### src/design/rgbd_pkg.sv
// Package for the RGB dimmer: transaction structs, command and register codes,
// and the fixed operand widths of the serial multiply-divide unit. No dependencies.
package rgbd_pkg;

  // Command codes carried in the kind field.
  localparam logic [2:0] KIND_TICK    = 3'd0;
  localparam logic [2:0] KIND_ON      = 3'd1;
  localparam logic [2:0] KIND_OFF     = 3'd2;
  localparam logic [2:0] KIND_TOGGLE  = 3'd3;
  localparam logic [2:0] KIND_COLOUR  = 3'd4;
  localparam logic [2:0] KIND_PERCENT = 3'd5;

  // Register indexes, taken from paddr[3:2].
  localparam int          ADDR_W         = 4;
  localparam logic [1:0]  REG_ACTIVE_LOW = 2'd0;
  localparam logic [1:0]  REG_FADE_TICKS = 2'd1;
  localparam logic [1:0]  REG_AUTO_OFF   = 2'd2;

  localparam logic [6:0]  PCT_FULL  = 7'd100;
  localparam logic [7:0]  LEVEL_MAX = 8'd255;

  // Operand widths of the multiply-divide unit, sized for the widest duty (10 bits).
  localparam int OPA_W  = 16;
  localparam int OPB_W  = 10;
  localparam int DIV_W  = 10;
  localparam int PROD_W = OPA_W + OPB_W;

  typedef struct packed {
    logic [2:0] kind;
    logic [7:0] red;
    logic [7:0] green;
    logic [7:0] blue;
    logic [6:0] percent;
  } in_item_t;

  typedef struct packed {
    logic [7:0]  duty_red;
    logic [7:0]  duty_green;
    logic [7:0]  duty_blue;
    logic        lamp_on;
    logic        fading;
    logic [31:0] off_remaining;
  } out_item_t;

  typedef struct packed {
    logic        active_low;
    logic [15:0] fade_ticks;
    logic [31:0] auto_off_ticks;
  } cfg_regs_t;

  // floor(a * b / c) request and response.
  typedef struct packed {
    logic             start;
    logic [OPA_W-1:0] a;
    logic [OPB_W-1:0] b;
    logic [DIV_W-1:0] c;
  } md_req_t;

  typedef struct packed {
    logic             done;
    logic [OPA_W-1:0] quot;
  } md_rsp_t;

endpackage

### src/design/rgbd_muldiv.sv
// Serial multiply-divide unit: floor(a * b / c), one multiplier bit and then one
// quotient bit per cycle. Depends on rgbd_pkg.
module rgbd_muldiv (
  input  logic              clk,
  input  logic              rst_n,
  input  rgbd_pkg::md_req_t req,
  output rgbd_pkg::md_rsp_t rsp
);
  import rgbd_pkg::*;

  localparam logic [1:0] PH_IDLE = 2'd0;
  localparam logic [1:0] PH_MUL  = 2'd1;
  localparam logic [1:0] PH_DIV  = 2'd2;
  localparam int         CNT_W   = $clog2(PROD_W + 1);

  logic [1:0]        phase_r, phase_nxt;
  logic [CNT_W-1:0]  cnt_r, cnt_nxt;
  logic [PROD_W-1:0] mcand_r, mcand_nxt;
  logic [OPB_W-1:0]  mplier_r, mplier_nxt;
  logic [PROD_W-1:0] acc_r, acc_nxt;
  logic [DIV_W-1:0]  rem_r, rem_nxt;
  logic [DIV_W-1:0]  div_r, div_nxt;
  logic              done_r, done_nxt;
  logic [DIV_W:0]    trial;
  logic [DIV_W:0]    trial_sub;

  assign trial     = {rem_r, acc_r[PROD_W-1]};
  assign trial_sub = trial - {1'b0, div_r};

  always_comb begin
    phase_nxt  = phase_r;
    cnt_nxt    = cnt_r;
    mcand_nxt  = mcand_r;
    mplier_nxt = mplier_r;
    acc_nxt    = acc_r;
    rem_nxt    = rem_r;
    div_nxt    = div_r;
    done_nxt   = 1'b0;
    case (phase_r)
      PH_IDLE: begin
        if (req.start) begin
          mcand_nxt  = PROD_W'(req.a);
          mplier_nxt = req.b;
          div_nxt    = req.c;
          acc_nxt    = '0;
          cnt_nxt    = CNT_W'(OPB_W);
          phase_nxt  = PH_MUL;
        end
      end
      PH_MUL: begin
        if (mplier_r[0]) begin
          acc_nxt = acc_r + mcand_r;
        end
        mcand_nxt  = {mcand_r[PROD_W-2:0], 1'b0};
        mplier_nxt = {1'b0, mplier_r[OPB_W-1:1]};
        cnt_nxt    = cnt_r - CNT_W'(1);
        if (cnt_r == CNT_W'(1)) begin
          cnt_nxt   = CNT_W'(PROD_W);
          rem_nxt   = '0;
          phase_nxt = PH_DIV;
        end
      end
      PH_DIV: begin
        // Restoring division: the quotient shifts in where the dividend leaves.
        if (trial >= {1'b0, div_r}) begin
          rem_nxt = trial_sub[DIV_W-1:0];
          acc_nxt = {acc_r[PROD_W-2:0], 1'b1};
        end else begin
          rem_nxt = trial[DIV_W-1:0];
          acc_nxt = {acc_r[PROD_W-2:0], 1'b0};
        end
        cnt_nxt = cnt_r - CNT_W'(1);
        if (cnt_r == CNT_W'(1)) begin
          done_nxt  = 1'b1;
          phase_nxt = PH_IDLE;
        end
      end
      default: begin
        phase_nxt = PH_IDLE;
      end
    endcase
  end

  always_ff @(posedge clk) begin
    if (!rst_n) begin
      phase_r <= PH_IDLE;
      cnt_r   <= '0;
      done_r  <= 1'b0;
    end else begin
      phase_r <= phase_nxt;
      cnt_r   <= cnt_nxt;
      done_r  <= done_nxt;
    end
    mcand_r  <= mcand_nxt;
    mplier_r <= mplier_nxt;
    acc_r    <= acc_nxt;
    rem_r    <= rem_nxt;
    div_r    <= div_nxt;
  end

  assign rsp.done = done_r;
  assign rsp.quot = acc_r[OPA_W-1:0];

endmodule

### src/design/rgbd_regs.sv
// APB-style register file for the dimmer: active-low, fade time and auto-off time.
// Depends on rgbd_pkg.
module rgbd_regs (
  input  logic                       clk,
  input  logic                       rst_n,
  input  logic                       psel,
  input  logic                       penable,
  input  logic                       pwrite,
  input  logic [rgbd_pkg::ADDR_W-1:0] paddr,
  input  logic [31:0]                pwdata,
  output logic [31:0]                prdata,
  output logic                       pready,
  output rgbd_pkg::cfg_regs_t        cfg
);
  import rgbd_pkg::*;

  logic        active_low_r;
  logic [15:0] fade_r;
  logic [31:0] auto_off_r;
  logic [1:0]  idx;
  logic        wr_en;

  assign idx    = paddr[ADDR_W-1:2];
  assign pready = 1'b1;
  assign wr_en  = psel && penable && pwrite;

  always_ff @(posedge clk) begin
    if (!rst_n) begin
      active_low_r <= 1'b0;
      fade_r       <= '0;
      auto_off_r   <= '0;
    end else if (wr_en) begin
      case (idx)
        REG_ACTIVE_LOW: active_low_r <= pwdata[0];
        REG_FADE_TICKS: fade_r       <= pwdata[15:0];
        REG_AUTO_OFF:   auto_off_r   <= pwdata;
        default: ;
      endcase
    end
  end

  always_comb begin
    case (idx)
      REG_ACTIVE_LOW: prdata = {31'd0, active_low_r};
      REG_FADE_TICKS: prdata = {16'd0, fade_r};
      REG_AUTO_OFF:   prdata = auto_off_r;
      default:        prdata = '0;
    endcase
  end

  assign cfg.active_low     = active_low_r;
  assign cfg.fade_ticks     = fade_r;
  assign cfg.auto_off_ticks = auto_off_r;

endmodule

### src/design/rgb_led_dimmer_with_fade_core.sv
// Each floor(a*b/c) runs on the shared serial multiply-divide unit. The worst item, a tick
// that steps a ramp and then fires auto-off into a new ramp, runs 13 of these operations.
// One transaction at a time: a new command is accepted only while the sequencer is idle.
// Reset (synchronous, rst_n low): lamp off, colour white, brightness 100 %, duties,
// ramp, timers and registers cleared.
module rgb_led_dimmer_with_fade_core #(
  parameter int DUTY_MAX = 255
) (
  input  logic                        clk,
  input  logic                        rst_n,
  input  logic                        in_valid,
  output logic                        in_ready,
  input  rgbd_pkg::in_item_t          in_data,
  output logic                        out_valid,
  input  logic                        out_ready,
  output rgbd_pkg::out_item_t         out_data,
  input  logic                        psel,
  input  logic                        penable,
  input  logic                        pwrite,
  input  logic [rgbd_pkg::ADDR_W-1:0] paddr,
  input  logic [31:0]                 pwdata,
  output logic [31:0]                 prdata,
  output logic                        pready
);
  import rgbd_pkg::*;

  // Duty width follows DUTY_MAX; the duty fields of a result carry its low 8 bits.
  localparam int            DW   = $clog2(DUTY_MAX + 1);
  localparam logic [DW-1:0] DMAX = DW'(DUTY_MAX);

  // Sequencer states. LVL, DUTY, SPC and RAMP each run one multiply-divide.
  localparam logic [3:0] S_IDLE = 4'd0;
  localparam logic [3:0] S_TICK = 4'd1;
  localparam logic [3:0] S_LVL  = 4'd2;
  localparam logic [3:0] S_DUTY = 4'd3;
  localparam logic [3:0] S_CHK  = 4'd4;
  localparam logic [3:0] S_SPC  = 4'd5;
  localparam logic [3:0] S_RAMP = 4'd6;
  localparam logic [3:0] S_AUTO = 4'd7;
  localparam logic [3:0] S_OUT  = 4'd8;

  cfg_regs_t cfg;
  md_req_t   md_req;
  md_rsp_t   md_rsp;

  rgbd_regs u_regs (
    .clk     (clk),
    .rst_n   (rst_n),
    .psel    (psel),
    .penable (penable),
    .pwrite  (pwrite),
    .paddr   (paddr),
    .pwdata  (pwdata),
    .prdata  (prdata),
    .pready  (pready),
    .cfg     (cfg)
  );

  rgbd_muldiv u_muldiv (
    .clk   (clk),
    .rst_n (rst_n),
    .req   (md_req),
    .rsp   (md_rsp)
  );

  logic [3:0]          state_r, state_nxt;
  logic [1:0]          ch_r, ch_nxt;
  logic                issued_r, issued_nxt;
  logic                from_tick_r, from_tick_nxt;
  logic                on_r, on_nxt;
  logic [2:0][7:0]     colour_r, colour_nxt;
  logic [6:0]          bri_r, bri_nxt;
  logic [2:0][DW-1:0]  shown_r, shown_nxt;
  logic [2:0][DW-1:0]  start_r, start_nxt;
  logic [2:0][DW-1:0]  goal_r, goal_nxt;
  logic [2:0][DW-1:0]  tgt_r, tgt_nxt;
  logic [7:0]          lvl_r, lvl_nxt;
  logic [DW-1:0]       index_r, index_nxt;
  logic [DW-1:0]       steps_r, steps_nxt;
  logic [15:0]         spacing_r, spacing_nxt;
  logic [15:0]         scount_r, scount_nxt;
  logic [31:0]         elapsed_r, elapsed_nxt;
  logic                out_valid_r, out_valid_nxt;
  out_item_t           out_data_r, out_data_nxt;

  // Distance of each wanted duty from the shown one, and the largest of the three.
  logic [2:0][DW-1:0]  chan_gap;
  logic [DW-1:0]       dist_01;
  logic [DW-1:0]       dist_max;
  // Ramp helpers for the channel in hand.
  logic                ramp_up;
  logic [DW-1:0]       ramp_span;
  logic [DW-1:0]       quot_d;
  logic [15:0]         scount_dec;
  logic [31:0]         elapsed_inc;
  logic [31:0]         remaining;
  logic                md_op;

  always_comb begin
    for (int c = 0; c < 3; c++) begin
      chan_gap[c] = (tgt_r[c] > shown_r[c]) ? (tgt_r[c] - shown_r[c]) :
                                              (shown_r[c] - tgt_r[c]);
    end
    dist_01  = (chan_gap[0] > chan_gap[1]) ? chan_gap[0] : chan_gap[1];
    dist_max = (dist_01 > chan_gap[2]) ? dist_01 : chan_gap[2];
  end

  assign ramp_up     = goal_r[ch_r] >= start_r[ch_r];
  assign ramp_span   = ramp_up ? (goal_r[ch_r] - start_r[ch_r]) : (start_r[ch_r] - goal_r[ch_r]);
  assign quot_d      = md_rsp.quot[DW-1:0];
  assign scount_dec  = (scount_r != 16'd0) ? (scount_r - 16'd1) : 16'd0;
  assign elapsed_inc = (elapsed_r != '1) ? (elapsed_r + 32'd1) : elapsed_r;
  assign remaining   = (on_r && (cfg.auto_off_ticks != 32'd0) &&
                        (elapsed_r < cfg.auto_off_ticks)) ?
                       (cfg.auto_off_ticks - elapsed_r) : 32'd0;

  // Operands for the shared unit. The level is forced to zero while the lamp is off.
  assign md_op = (state_r == S_LVL) || (state_r == S_DUTY) ||
                 (state_r == S_SPC) || (state_r == S_RAMP);

  always_comb begin
    md_req.start = md_op && !issued_r;
    md_req.a     = '0;
    md_req.b     = '0;
    md_req.c     = '0;
    case (state_r)
      S_LVL: begin
        md_req.a = on_r ? OPA_W'(colour_r[ch_r]) : '0;
        md_req.b = OPB_W'(bri_r);
        md_req.c = DIV_W'(PCT_FULL);
      end
      S_DUTY: begin
        md_req.a = OPA_W'(lvl_r);
        md_req.b = OPB_W'(DMAX);
        md_req.c = DIV_W'(LEVEL_MAX);
      end
      S_SPC: begin
        md_req.a = cfg.fade_ticks;
        md_req.b = OPB_W'(1);
        md_req.c = DIV_W'(steps_r);
      end
      S_RAMP: begin
        md_req.a = OPA_W'(ramp_span);
        md_req.b = OPB_W'(index_r);
        md_req.c = DIV_W'(steps_r);
      end
      default: ;
    endcase
  end

  assign in_ready = (state_r == S_IDLE);

  always_comb begin
    state_nxt     = state_r;
    ch_nxt        = ch_r;
    issued_nxt    = issued_r;
    from_tick_nxt = from_tick_r;
    on_nxt        = on_r;
    colour_nxt    = colour_r;
    bri_nxt       = bri_r;
    shown_nxt     = shown_r;
    start_nxt     = start_r;
    goal_nxt      = goal_r;
    tgt_nxt       = tgt_r;
    lvl_nxt       = lvl_r;
    index_nxt     = index_r;
    steps_nxt     = steps_r;
    spacing_nxt   = spacing_r;
    scount_nxt    = scount_r;
    elapsed_nxt   = elapsed_r;
    out_valid_nxt = out_valid_r && !out_ready;
    out_data_nxt  = out_data_r;

    if (md_req.start) begin
      issued_nxt = 1'b1;
    end

    case (state_r)
      S_IDLE: begin
        if (in_valid) begin
          from_tick_nxt = (in_data.kind == KIND_TICK);
          ch_nxt        = 2'd0;
          case (in_data.kind)
            KIND_TICK: begin
              state_nxt = S_TICK;
            end
            KIND_ON: begin
              on_nxt      = 1'b1;
              elapsed_nxt = '0;
              state_nxt   = S_LVL;
            end
            KIND_OFF: begin
              on_nxt    = 1'b0;
              state_nxt = S_LVL;
            end
            KIND_TOGGLE: begin
              on_nxt = !on_r;
              if (!on_r) begin
                elapsed_nxt = '0;
              end
              state_nxt = S_LVL;
            end
            KIND_COLOUR: begin
              colour_nxt = {in_data.blue, in_data.green, in_data.red};
              state_nxt  = on_r ? S_LVL : S_OUT;
            end
            KIND_PERCENT: begin
              bri_nxt   = (in_data.percent > PCT_FULL) ? PCT_FULL : in_data.percent;
              state_nxt = on_r ? S_LVL : S_OUT;
            end
            default: begin
              state_nxt = S_OUT;
            end
          endcase
        end
      end

      // A running ramp counts down its spacing and shows the next step at zero.
      S_TICK: begin
        state_nxt = S_AUTO;
        if (index_r < steps_r) begin
          if (scount_dec == 16'd0) begin
            index_nxt  = index_r + DW'(1);
            scount_nxt = spacing_r;
            ch_nxt     = 2'd0;
            state_nxt  = S_RAMP;
          end else begin
            scount_nxt = scount_dec;
          end
        end
      end

      S_LVL: begin
        if (md_rsp.done) begin
          issued_nxt = 1'b0;
          lvl_nxt    = md_rsp.quot[7:0];
          state_nxt  = S_DUTY;
        end
      end

      S_DUTY: begin
        if (md_rsp.done) begin
          issued_nxt   = 1'b0;
          tgt_nxt[ch_r] = cfg.active_low ? (DMAX - quot_d) : quot_d;
          if (ch_r == 2'd2) begin
            state_nxt = S_CHK;
          end else begin
            ch_nxt    = ch_r + 2'd1;
            state_nxt = S_LVL;
          end
        end
      end

      // Either jump to the wanted duties or start a ramp from what is shown now.
      S_CHK: begin
        if ((cfg.fade_ticks != 16'd0) && (dist_max != '0)) begin
          start_nxt = shown_r;
          goal_nxt  = tgt_r;
          steps_nxt = dist_max;
          state_nxt = S_SPC;
        end else begin
          shown_nxt  = tgt_r;
          index_nxt  = '0;
          steps_nxt  = '0;
          scount_nxt = '0;
          state_nxt  = S_OUT;
        end
      end

      S_SPC: begin
        if (md_rsp.done) begin
          issued_nxt  = 1'b0;
          spacing_nxt = md_rsp.quot;
          if (md_rsp.quot == 16'd0) begin
            shown_nxt  = goal_r;
            index_nxt  = steps_r;
            scount_nxt = '0;
            state_nxt  = S_OUT;
          end else begin
            index_nxt  = DW'(1);
            scount_nxt = md_rsp.quot;
            ch_nxt     = 2'd0;
            state_nxt  = S_RAMP;
          end
        end
      end

      // Step value is start plus or minus floor(|diff| * index / steps).
      S_RAMP: begin
        if (md_rsp.done) begin
          issued_nxt     = 1'b0;
          shown_nxt[ch_r] = ramp_up ? (start_r[ch_r] + quot_d) : (start_r[ch_r] - quot_d);
          if (ch_r == 2'd2) begin
            state_nxt = from_tick_r ? S_AUTO : S_OUT;
          end else begin
            ch_nxt = ch_r + 2'd1;
          end
        end
      end

      // The on-time counter saturates; reaching the auto-off time switches off.
      S_AUTO: begin
        state_nxt = S_OUT;
        if (on_r) begin
          elapsed_nxt = elapsed_inc;
          if ((cfg.auto_off_ticks != 32'd0) && (elapsed_inc >= cfg.auto_off_ticks)) begin
            on_nxt        = 1'b0;
            from_tick_nxt = 1'b0;
            ch_nxt        = 2'd0;
            state_nxt     = S_LVL;
          end
        end
      end

      // The result waits here only while an earlier one has not been taken.
      S_OUT: begin
        if (!out_valid_r || out_ready) begin
          out_valid_nxt              = 1'b1;
          out_data_nxt.duty_red      = shown_r[0][7:0];
          out_data_nxt.duty_green    = shown_r[1][7:0];
          out_data_nxt.duty_blue     = shown_r[2][7:0];
          out_data_nxt.lamp_on       = on_r;
          out_data_nxt.fading        = index_r < steps_r;
          out_data_nxt.off_remaining = remaining;
          state_nxt                  = S_IDLE;
        end
      end

      default: begin
        state_nxt = S_IDLE;
      end
    endcase
  end

  always_ff @(posedge clk) begin
    if (!rst_n) begin
      state_r     <= S_IDLE;
      ch_r        <= '0;
      issued_r    <= 1'b0;
      from_tick_r <= 1'b0;
      on_r        <= 1'b0;
      colour_r    <= {3{LEVEL_MAX}};
      bri_r       <= PCT_FULL;
      shown_r     <= '0;
      start_r     <= '0;
      goal_r      <= '0;
      index_r     <= '0;
      steps_r     <= '0;
      spacing_r   <= '0;
      scount_r    <= '0;
      elapsed_r   <= '0;
      out_valid_r <= 1'b0;
    end else begin
      state_r     <= state_nxt;
      ch_r        <= ch_nxt;
      issued_r    <= issued_nxt;
      from_tick_r <= from_tick_nxt;
      on_r        <= on_nxt;
      colour_r    <= colour_nxt;
      bri_r       <= bri_nxt;
      shown_r     <= shown_nxt;
      start_r     <= start_nxt;
      goal_r      <= goal_nxt;
      index_r     <= index_nxt;
      steps_r     <= steps_nxt;
      spacing_r   <= spacing_nxt;
      scount_r    <= scount_nxt;
      elapsed_r   <= elapsed_nxt;
      out_valid_r <= out_valid_nxt;
    end
    tgt_r      <= tgt_nxt;
    lvl_r      <= lvl_nxt;
    out_data_r <= out_data_nxt;
  end

  assign out_valid = out_valid_r;
  assign out_data  = out_data_r;

endmodule
### config.mk
export PLATFORM = sky130hd
export DESIGN_NAME = rgb_led_dimmer_with_fade_core
export DESIGN_NICKNAME = d
export VERILOG_FILES = /design/src/design/rgbd_pkg.sv /design/src/design/rgbd_muldiv.sv /design/src/design/rgbd_regs.sv /design/src/design/rgb_led_dimmer_with_fade_core.sv
export SDC_FILE = /design/constraint.sdc
export NUM_CORES = 1
export LEC_CHECK = 0
export BUFFER_PORTS_ARGS = -buffer_cell sky130_fd_sc_hd__buf_2
export CORE_ASPECT_RATIO = 0.7
export CORE_MARGIN = 1.5
export CORE_UTILIZATION = 41
export DETAILED_ROUTE_END_ITERATION = 8
export SLEW_MARGIN = 20
export SYNTH_ARGS = -nofsm -noshare
export SYNTH_HDL_FRONTEND = slang
export SYNTH_SLANG_ARGS = --single-unit
### constraint.sdc
create_clock -name clk -period 7.8 [get_ports clk]
set_input_delay 1.56 -clock clk [delete_from_list [all_inputs] [get_ports clk]]
set_output_delay 1.56 -clock clk [all_outputs]
set_load 0.03 [all_outputs]
### Word level (Yosys, flattened, before mapping)

Index checks and enable logic that the tools add are counted.
Widths: inputs -> output; s select.

* add/subtract/negate cells: 19
* magnitude comparators: 13
* equal/unequal tests: 43
* muxes and demuxes: 108
* reductions and logical operators: 63

Operator list (count)
* $mux 8: 19
* $pmux 36 s4: 1
* $mux 32: 4
* $pmux 32 s2: 2
* $mux 16: 6
* $mux 24: 4
* $pmux 32 s3: 1
* $mux 26: 3
* $pmux 26 s3: 1
* $pmux 24 s3: 1
* $sub 8x8->8: 9
* $mux 4: 13
* $pmux 26 s2: 1
* $bmux 8 s2: 3
* $bwmux 24: 2
* $pmux 16 s3: 1
* $gt 8x8->1: 5
* $pmux 10 s2: 2
* $pmux 4 s9: 1
* $add 32x1->32 const B: 1
* $ge 32x32->1: 1
* $logic_not 16->1: 2
* $lt 32x32->1: 1
* $ne 32x32->1 const B: 1
* 65 further kinds: 161

* register bits after elaboration: 422
* bits of input ports: 77
* output and inout bits: 93
* logic and storage cells: 291

### Longest topological paths before layout

Gate-level depths: netlist of the first run.

* depth in word-level cells: 10
* gate-level depth with buffers: 34

### By module

A second synthesis of the first run with hierarchy kept.

* cell total of the unflattened synthesis: 3136
* area, all modules: 27398.8 um^2

By module, submodules not included
* rgb_led_dimmer_with_fade_core: times used 1, cells an instance 2330, area an instance 19376.1 um^2
* rgbd_muldiv: times used 1, cells an instance 566, area an instance 5820.6 um^2
* rgbd_regs: times used 1, cells an instance 240, area an instance 2202.1 um^2

### Least setup slack after synthesis of the first run

Ideal clock, no wire load.

* path kind: reg2reg
* start point: register tgt_r[0] (netlist bit)
* end point: register index_r[4]
* data arrival time: 6745 ps
* slack: 923 ps
* stages on the path, launching flop included: 33
* path buffers: 4
* cell sequence: edfxtp_1 inv_1 ha_1 inv_1 fa_1 nand3_1 a21oi_1 o31ai_4 mux2i_1 a221o_1 a21boi_2 xor2_1 inv_1 ha_1 nand4_1 o31ai_1 or2_1 buf_6 mux2i_1 ha_1 nor2b_1 o21ai_0 o21ai_0 o21a_1 o21ai_0 clkbuf_1 nand3_1 o311a_1 or4_1 buf_2 buf_6 a222oi_1 nor3_1

* word-level cells in the longest chain between the ends: 10
* elaborated cells on any way between the ends: 12

RTL lines
* from (decl): RTL line rgb_led_dimmer_with_fade_core.sv:76 `logic [2:0][DW-1:0] tgt_r, tgt_nxt;`
* from (signal assigned): RTL line rgb_led_dimmer_with_fade_core.sv:371 `tgt_r <= tgt_nxt;`
* $sub 8x8->8, or another cell as far along: RTL line rgb_led_dimmer_with_fade_core.sv:102 `(shown_r[c] - tgt_r[c]);`
* $mux 8 (*): RTL line rgb_led_dimmer_with_fade_core.sv:101 `chan_gap[c] = (tgt_r[c] > shown_r[c]) ? (tgt_r[c] - shown_r[c]) :`
* $gt 8x8->1: RTL line rgb_led_dimmer_with_fade_core.sv:104 `dist_01 = (chan_gap[0] > chan_gap[1]) ? chan_gap[0] : chan_gap[1];`
* $mux 8 (*): RTL line rgb_led_dimmer_with_fade_core.sv:104
* $gt 8x8->1: RTL line rgb_led_dimmer_with_fade_core.sv:105 `dist_max = (dist_01 > chan_gap[2]) ? dist_01 : chan_gap[2];`
* $mux 8 (*): RTL line rgb_led_dimmer_with_fade_core.sv:105
* $reduce_bool 8->1 (*): RTL line rgb_led_dimmer_with_fade_core.sv:256 `if ((cfg.fade_ticks != 16'd0) && (dist_max != '0)) begin`
* $logic_and 1x1->1 (*): RTL line rgb_led_dimmer_with_fade_core.sv:256
* $ne 2x2->1 (no line) (*)
* $reduce_and 5->1 (no line) (*)
* to (signal assigned): RTL line rgb_led_dimmer_with_fade_core.sv:364 `index_r <= index_nxt;`
* to (decl): RTL line rgb_led_dimmer_with_fade_core.sv:78 `logic [DW-1:0] index_r, index_nxt;`

Mark *: on every way between the ends. The rest lies on a longest branch, timed or not.
A chain may end at the register's enable or synchronous reset.

### Worst setup path in the final report of the first run

* start point: register tgt_r[13] (netlist bit)
* end point: register index_r[3]

Same word-level chain as after synthesis.

==> results of run 1 <==
[cell families (layout without fill, tap and decap cells)]
family | Yosys count | after routing | synth area share
simple gates | 1072 | 1072 | 0.183
compound gates | 720 | 720 | 0.176
flops | 418 | 418 | 0.378
buf+inv | 365 | 516 | 0.0532
fa+ha+maj | 211 | 211 | 0.103
mux | 160 | 160 | 0.0613
xor+xnor | 142 | 142 | 0.0467
other cells | 1 | 2 | 0.000141
[worst register-to-register path, delay by kind of cell, from the launching register on]
family | cells | cell delay [ps]
compound gates | 13 | 2350
simple gates | 7 | 1770
fa+ha+maj | 3 | 920
mux | 2 | 790
flops | 1 | 500
buf+inv | 2 | 380
xor+xnor | 1 | 350
[how the worst min path moves through the flow]
stage / from / endpoint / slack (ps) / depth (start not counted)
final: spacing_r[11] / spacing_r[11] / 460 / 2
after detailed placement: bri_r[3] / bri_r[3] / 450 / 2
after global placement: bri_r[3] / bri_r[3] / 450 / 2
after floorplan: bri_r[3] / bri_r[3] / 430 / 2
after CTS: bri_r[3] / bri_r[3] / 460 / 2
after global routing: spacing_r[13] / spacing_r[13] / 480 / 2
[state kept, by name, indices dropped and copies added, names as in the netlist, 10 cells and up]
name / flops
out_data: 58
elapsed_r: 32
u_regs.auto_off_r: 32
u_muldiv.acc_r: 26
u_muldiv.mcand_r: 26
colour_r: 24
goal_r: 24
shown_r: 24
start_r: 24
tgt_r: 24
scount_r: 16
spacing_r: 16
u_regs.fade_r: 16
u_muldiv.rem_r: 10
[cell usage after synthesis (all sizes together), types with 6 or more instances]
cell	count	area share
a211oi	9	0.0027
a21boi	9	0.0027
a21o	73	0.021
a21oi	238	0.045
a221o	6	0.0023
a221oi	25	0.0089
a222oi	14	0.0053
a22o	18	0.0059
a22oi	44	0.012
a311oi	6	0.0020
a31oi	15	0.0035
and2	40	0.0094
and3	27	0.0063
buf	27	0.0055
clkbuf	131	0.018
dfxtp	250	0.19
edfxtp	168	0.19
fa	12	0.0090
ha	199	0.094
inv	207	0.029
mux2	23	0.0097
mux2i	137	0.052
nand2	437	0.062
nand2b	16	0.0038
nand3	83	0.016
nand4	33	0.0078
nor2	235	0.033
nor2b	38	0.0089
nor3	84	0.016
nor3b	7	0.0020
nor4	26	0.0061
o211ai	11	0.0031
o21a	26	0.0073
o21ai	141	0.027
o21bai	20	0.0056
o221ai	12	0.0039
o31ai	10	0.0033
o32ai	6	0.0020
or2	11	0.0026
or3	16	0.0038
or4	7	0.0020
xnor2	87	0.029
xor2	55	0.018
[timing repair]
item,CTS,global route
setup endpoints to repair,0,101
hold endpoints to repair,0,0
resized for setup,0,2
setup buffers,0,2
[metrics by stage]
stage | cell area, um^2 | cells | utilization | setup slack [ps] | total power [mW]
5_1_grt | 30000 | 4109 | 0.471 | 68.3 | 9.56
3_5_place_dp | 28400 | 4023 | 0.447 | 450 | 6.71
3_3_place_gp | 28400 | 4023 | 0.447 | 466 | 6.63
2_1_floorplan | 26600 | 3089 | - | 923 | 5.74
4_1_cts | 30000 | 4107 | 0.471 | 402 | 9.00
6_report | 30000 | 4110 | 0.471 | 575 | 9.03
[layout make-up]
type,instances,area [um^2],share of cell area
inverters,207,782,0.0260
clock inverters,22,243,0.00808
diodes,1,2.50,0.0000833
multi-input cells,2306,15200,0.507
clock buffers,62,1300,0.0434
well taps,869,1090,0.0362
repair buffers,225,1340,0.0445
flip-flops and latches,418,10000,0.335
[layer usage]
| layer | track usage | vias to the layer above | part of all wire |
|---|---|---|---|
| met5 | 0 | - | 0 |
| met4 | 0.0453 | 0 | 0.015 |
| met3 | 0.0556 | 82 | 0.099 |
| met2 | 0.343 | 941 | 0.39 |
| met1 | 0.398 | 11300 | 0.50 |
| li1 | - | 11200 | - |
[where the power goes]
| group | switching [mW] | internal (mW) | total [mW] | leakage [nW] |
|---|---|---|---|---|
| sequential | 0.385 | 2.72 | 3.10 | 3.64 |
| clock | 0.955 | 1.31 | 2.26 | 0.752 |
| combinational | 2.27 | 1.40 | 3.67 | 7.89 |
| total | 3.61 | 5.42 | 9.03 | 12.3 |
==> impl_metrics.toml, run 1 <==
[run_status]
status = "complete, no violations"

[floorplan]
die_w_um = 308
start_util = 0.418
die-area_um2 = 66500
die_height_um = 216
ios = 170
core_area_um2 = 63700
placementRows = 77

[critical_path]
worstSetupPathType = "flop to flop"
crit_family = "compound AO/OA/AOI/OAI gates"
crit_end = "index_r[3]"
worst-path-stages = 28
worst-path-buf-inv = 2
r2r_cells = 28
worstSetupEndpointType = "flop"
rr_startpoint = "tgt_r[13]"
r2r_slack_ps = 580
crit_required_ps = 8240
path_max_fanout = 24
cpMaxStageDelayCell = "or4_1"
r2r-end = "index_r[3]"
setup.worst_path.start_class = "flop"
cpPeakStageDelay_ps = 560
crit_arrival_ps = 7660
worstSetupStartpoint = "tgt_r[13]"

[final_layout]
drive_gt1_frac = 0.110
syn_to_final_growth_pct = 12.8
fillCellCount = 6175
final_common_cell = "nand2_1"
nets = 3491
mostFrequentLayoutCells = "nand2_1, dfxtp_1, a21oi_1"

[clocking]
clkSinkCount = 418
cts-root-buf = "clkbuf_16"
htreeDepth = 2
cts_tree = "yes"
cts.path.max_buffers = 3
ctsHoldBuffers = 0
cts.clk_slew.worst_paths_ps = 70
clk_latency_ps = 600
cts_made_buffers = 45

[sta]
fmax_ghz = 0.138
min_period_ps = 7220
finClkSkew_ps = 23.7
worst_slew_pin_slew_ps = 1170
rsz0062_at_grt = "false"
hold_viol = 0
setup_viol = 0
relSlewSlack = 0.222
period_share = 0.926
finalSetupTns_ps = 0
drv_slew = 0
hold_slack_ps = 458

[synthesis]
syn_avg_cell_area_um2 = 8.61
syn-instance-count = 3089
synth_warnings = 0
synth.distinct_cells = 80
syn_area_um2 = 26600
syn_nets = 3377
synth_flop_cell = "dfxtp_1"
synth-seq-cells = 418
synthArstFlopShare = 0
seq_area_frac_synth = 0.378
synth-edff-count = 168

[drt]
detail-route-antenna-nets = 0
wl_um = 85700
routedWlPerCell_um = 20.9
first_iter_violations = 2425
via_per_inst = 5.72
drc_errors = 0
vias = 23500
dr.pass1.iters = 8

[global_routing]
grt_pass1_vias = 22000
grt_pass1_wl_um = 131000
antenna_found_initial = 1
track_usage = 0.251
grt_overflow_total = 0
grt_start_max_net_pins = 112

[pwr]
peakVddDrop_mv = 0.222
pwr_density_cell_nw_per_um2 = 301
cellLeakagePower_nw = 12.3

[flow_run]
drv_cap = 0

[placed_design]
io_buffers = 166
gp_congestion = 0.945
hpwl_um = 64300

[worst_hold_path]
hold_class = "flop to flop"
Power figures use the tool's default switching activity.
==> run 2: changes to the inputs <==
--- a/config.mk
+++ b/config.mk
@@ -5,12 +5,14 @@
 export SDC_FILE = /design/constraint.sdc
 export NUM_CORES = 1
 export LEC_CHECK = 0
+export ABC_CLOCK_PERIOD_IN_PS = 7800
 export BUFFER_PORTS_ARGS = -buffer_cell sky130_fd_sc_hd__buf_2
 export CORE_ASPECT_RATIO = 0.7
 export CORE_MARGIN = 1.5
 export CORE_UTILIZATION = 41
 export DETAILED_ROUTE_END_ITERATION = 8
-export SLEW_MARGIN = 20
+export PLACE_DENSITY = 0.6
+export SLEW_MARGIN = 5
 export SYNTH_ARGS = -nofsm -noshare
 export SYNTH_HDL_FRONTEND = slang
 export SYNTH_SLANG_ARGS = --single-unit
==> run 2 against run 1 <==
Net effect:
- sequential power barely moved
- largest cell class unchanged
- global-route usage did not move
- final cell count barely moved
- critical path depth did not move
- maximum frequency fell by 0.60%
- setup slack got worse by 44 ps
- total power barely moved
- non-clock buffer count did not move
- sequential share of layout area barely moved
- largest power group unchanged
- via count rose by 0.29%
- die area did not move
==> impl_metrics.toml, run 2 (same netlist as run 1, synthesis figures left out) <==
[run_status]
status = "complete, no violations"

[worst_hold_path]
worstHoldStart = "spacing_r[11]"
hold_class = "flop to flop"
hold_path_depth = 2
holdPathEnd = "spacing_r[11]"

[final_layout]
antenna_cells = 0
final_common_cell = "nand2_1"
syn_to_final_growth_pct = 12.8
mostFrequentLayoutCells = "nand2_1, dfxtp_1, a21oi_1"
largest_reg_flops = 58
drive_gt1_frac = 0.109
fillCellCount = 6180
nets = 3491

[critical_path]
worstSetupEndpointType = "flop"
setup.worst_path.start_class = "flop"
r2r-end = "index_r[3]"
crit_family = "compound AO/OA/AOI/OAI gates"
r2r_slack_ps = 530
crit_required_ps = 8230
cpMaxStageDelayCell = "or4_1"
path_max_fanout = 24
worst-path-buf-inv = 2
worstSetupStartpoint = "tgt_r[13]"
worstSetupPathType = "flop to flop"
rr_startpoint = "tgt_r[13]"
r2r_cells = 28
crit_arrival_ps = 7700
cpPeakStageDelay_ps = 560

[placed_design]
hpwl_um = 64300
io_buffers = 166
gp_congestion = 0.945

[sta]
finalSetupTns_ps = 0
min_period_ps = 7270
finClkSkew_ps = 24.3
relSlewSlack = 0.176
period_share = 0.932
setup_viol = 0
worst_slew_pin_slew_ps = 1230
hold_viol = 0
rsz0062_at_grt = "false"
drv_slew = 0
hold_slack_ps = 457
fmax_ghz = 0.138

[global_routing]
grt_overflow_total = 0
grt_pass1_vias = 22000
track_usage = 0.251
grt_start_max_net_pins = 112
antenna_found_initial = 1
grt_pass1_wl_um = 131000

[clocking]
htreeDepth = 2
cts.clk_slew.worst_paths_ps = 70
clk_latency_ps = 600
clkSinkCount = 418
cts_tree = "yes"
cts.path.max_buffers = 3
ctsHoldBuffers = 0
cts_made_buffers = 45
cts-root-buf = "clkbuf_16"

[floorplan]
core_area_um2 = 63700
die_height_um = 216
start_util = 0.418
die-area_um2 = 66500
die_w_um = 308
placementRows = 77
ios = 170

[pwr]
cellLeakagePower_nw = 12.3
peakVddDrop_mv = 0.223
pwr_density_cell_nw_per_um2 = 301

[drt]
routedWlPerCell_um = 20.9
maxUsedRoutingLayer = "met4"
dr.pass1.iters = 8
dr_wl_met3_um = 8720
first_iter_violations = 2523
vias = 23600
drc_errors = 0
via_per_inst = 5.74
detail-route-antenna-nets = 0
wl_um = 85700
wl_met1_um = 42500
wl_met2_um = 33200

[flow_run]
drv_cap = 0
==> run 2: routing by layer <==
| metal | GRT usage | up-vias |
|---|---|---|
| li1 | - | 11200 |
| met1 | 0.398 | 11400 |
| met2 | 0.343 | 984 |
| met3 | 0.0556 | 85 |
| met4 | 0.0453 | 0 |
| met5 | 0 | - |
==> run 2: cell type report <==
| class | count | area, um^2 | area share |
|---|---|---|---|
| Inverter | 207 | 782 | 0.0261 |
| Timing Repair Buffer | 225 | 1340 | 0.0445 |
| Tap cell | 869 | 1090 | 0.0362 |
| Clock buffer | 62 | 1300 | 0.0434 |
| Clock inverter | 22 | 243 | 0.00809 |
| Sequential cell | 418 | 10000 | 0.335 |
| Multi-Input combinational cell | 2306 | 15200 | 0.507 |
==> run 2: worst max-delay path by stage <==
stage,slack (ps),cells after the start,to
floorplan,920,32,index_r[4]
global placement,470,31,shown_r[21]
detailed placement,450,29,scount_r[0]
CTS,400,29,shown_r[2]
global route,70,28,index_r[7]
finish,530,28,index_r[3]
==> run 2: what timing repair did <==
action | in CTS | in global routing
setup buffers | 0 | 2
resized for setup | 0 | 2
setup endpoints to repair | 0 | 101
==> run 2: tightest hold or removal path, delay by kind of cell (launching register included) <==
kind | cells | cell delay (ps)
AOI/OAI and AO/OA | 1 | 50
and+or+nand+nor | 1 | 50
DFF | 1 | 310
==> run 2: power breakdown <==
group          leakage (nW)  internal, mW  switching, mW
Combinational          7.89          1.40           2.27
Sequential             3.64          2.72          0.385
Clock                 0.752          1.31          0.955
==> run 2: stage by stage <==
step	worst slack [ps]	power [mW]	std cells	area (um^2)	utilization
3_5_place_dp	450	6.71	4023	28400	0.447
4_1_cts	402	9.00	4107	30000	0.471
6_report	531	9.03	4109	30000	0.471
2_1_floorplan	923	5.74	3089	26600	-
5_1_grt	68.3	9.56	4109	30000	0.471
3_3_place_gp	466	6.63	4023	28400	0.447
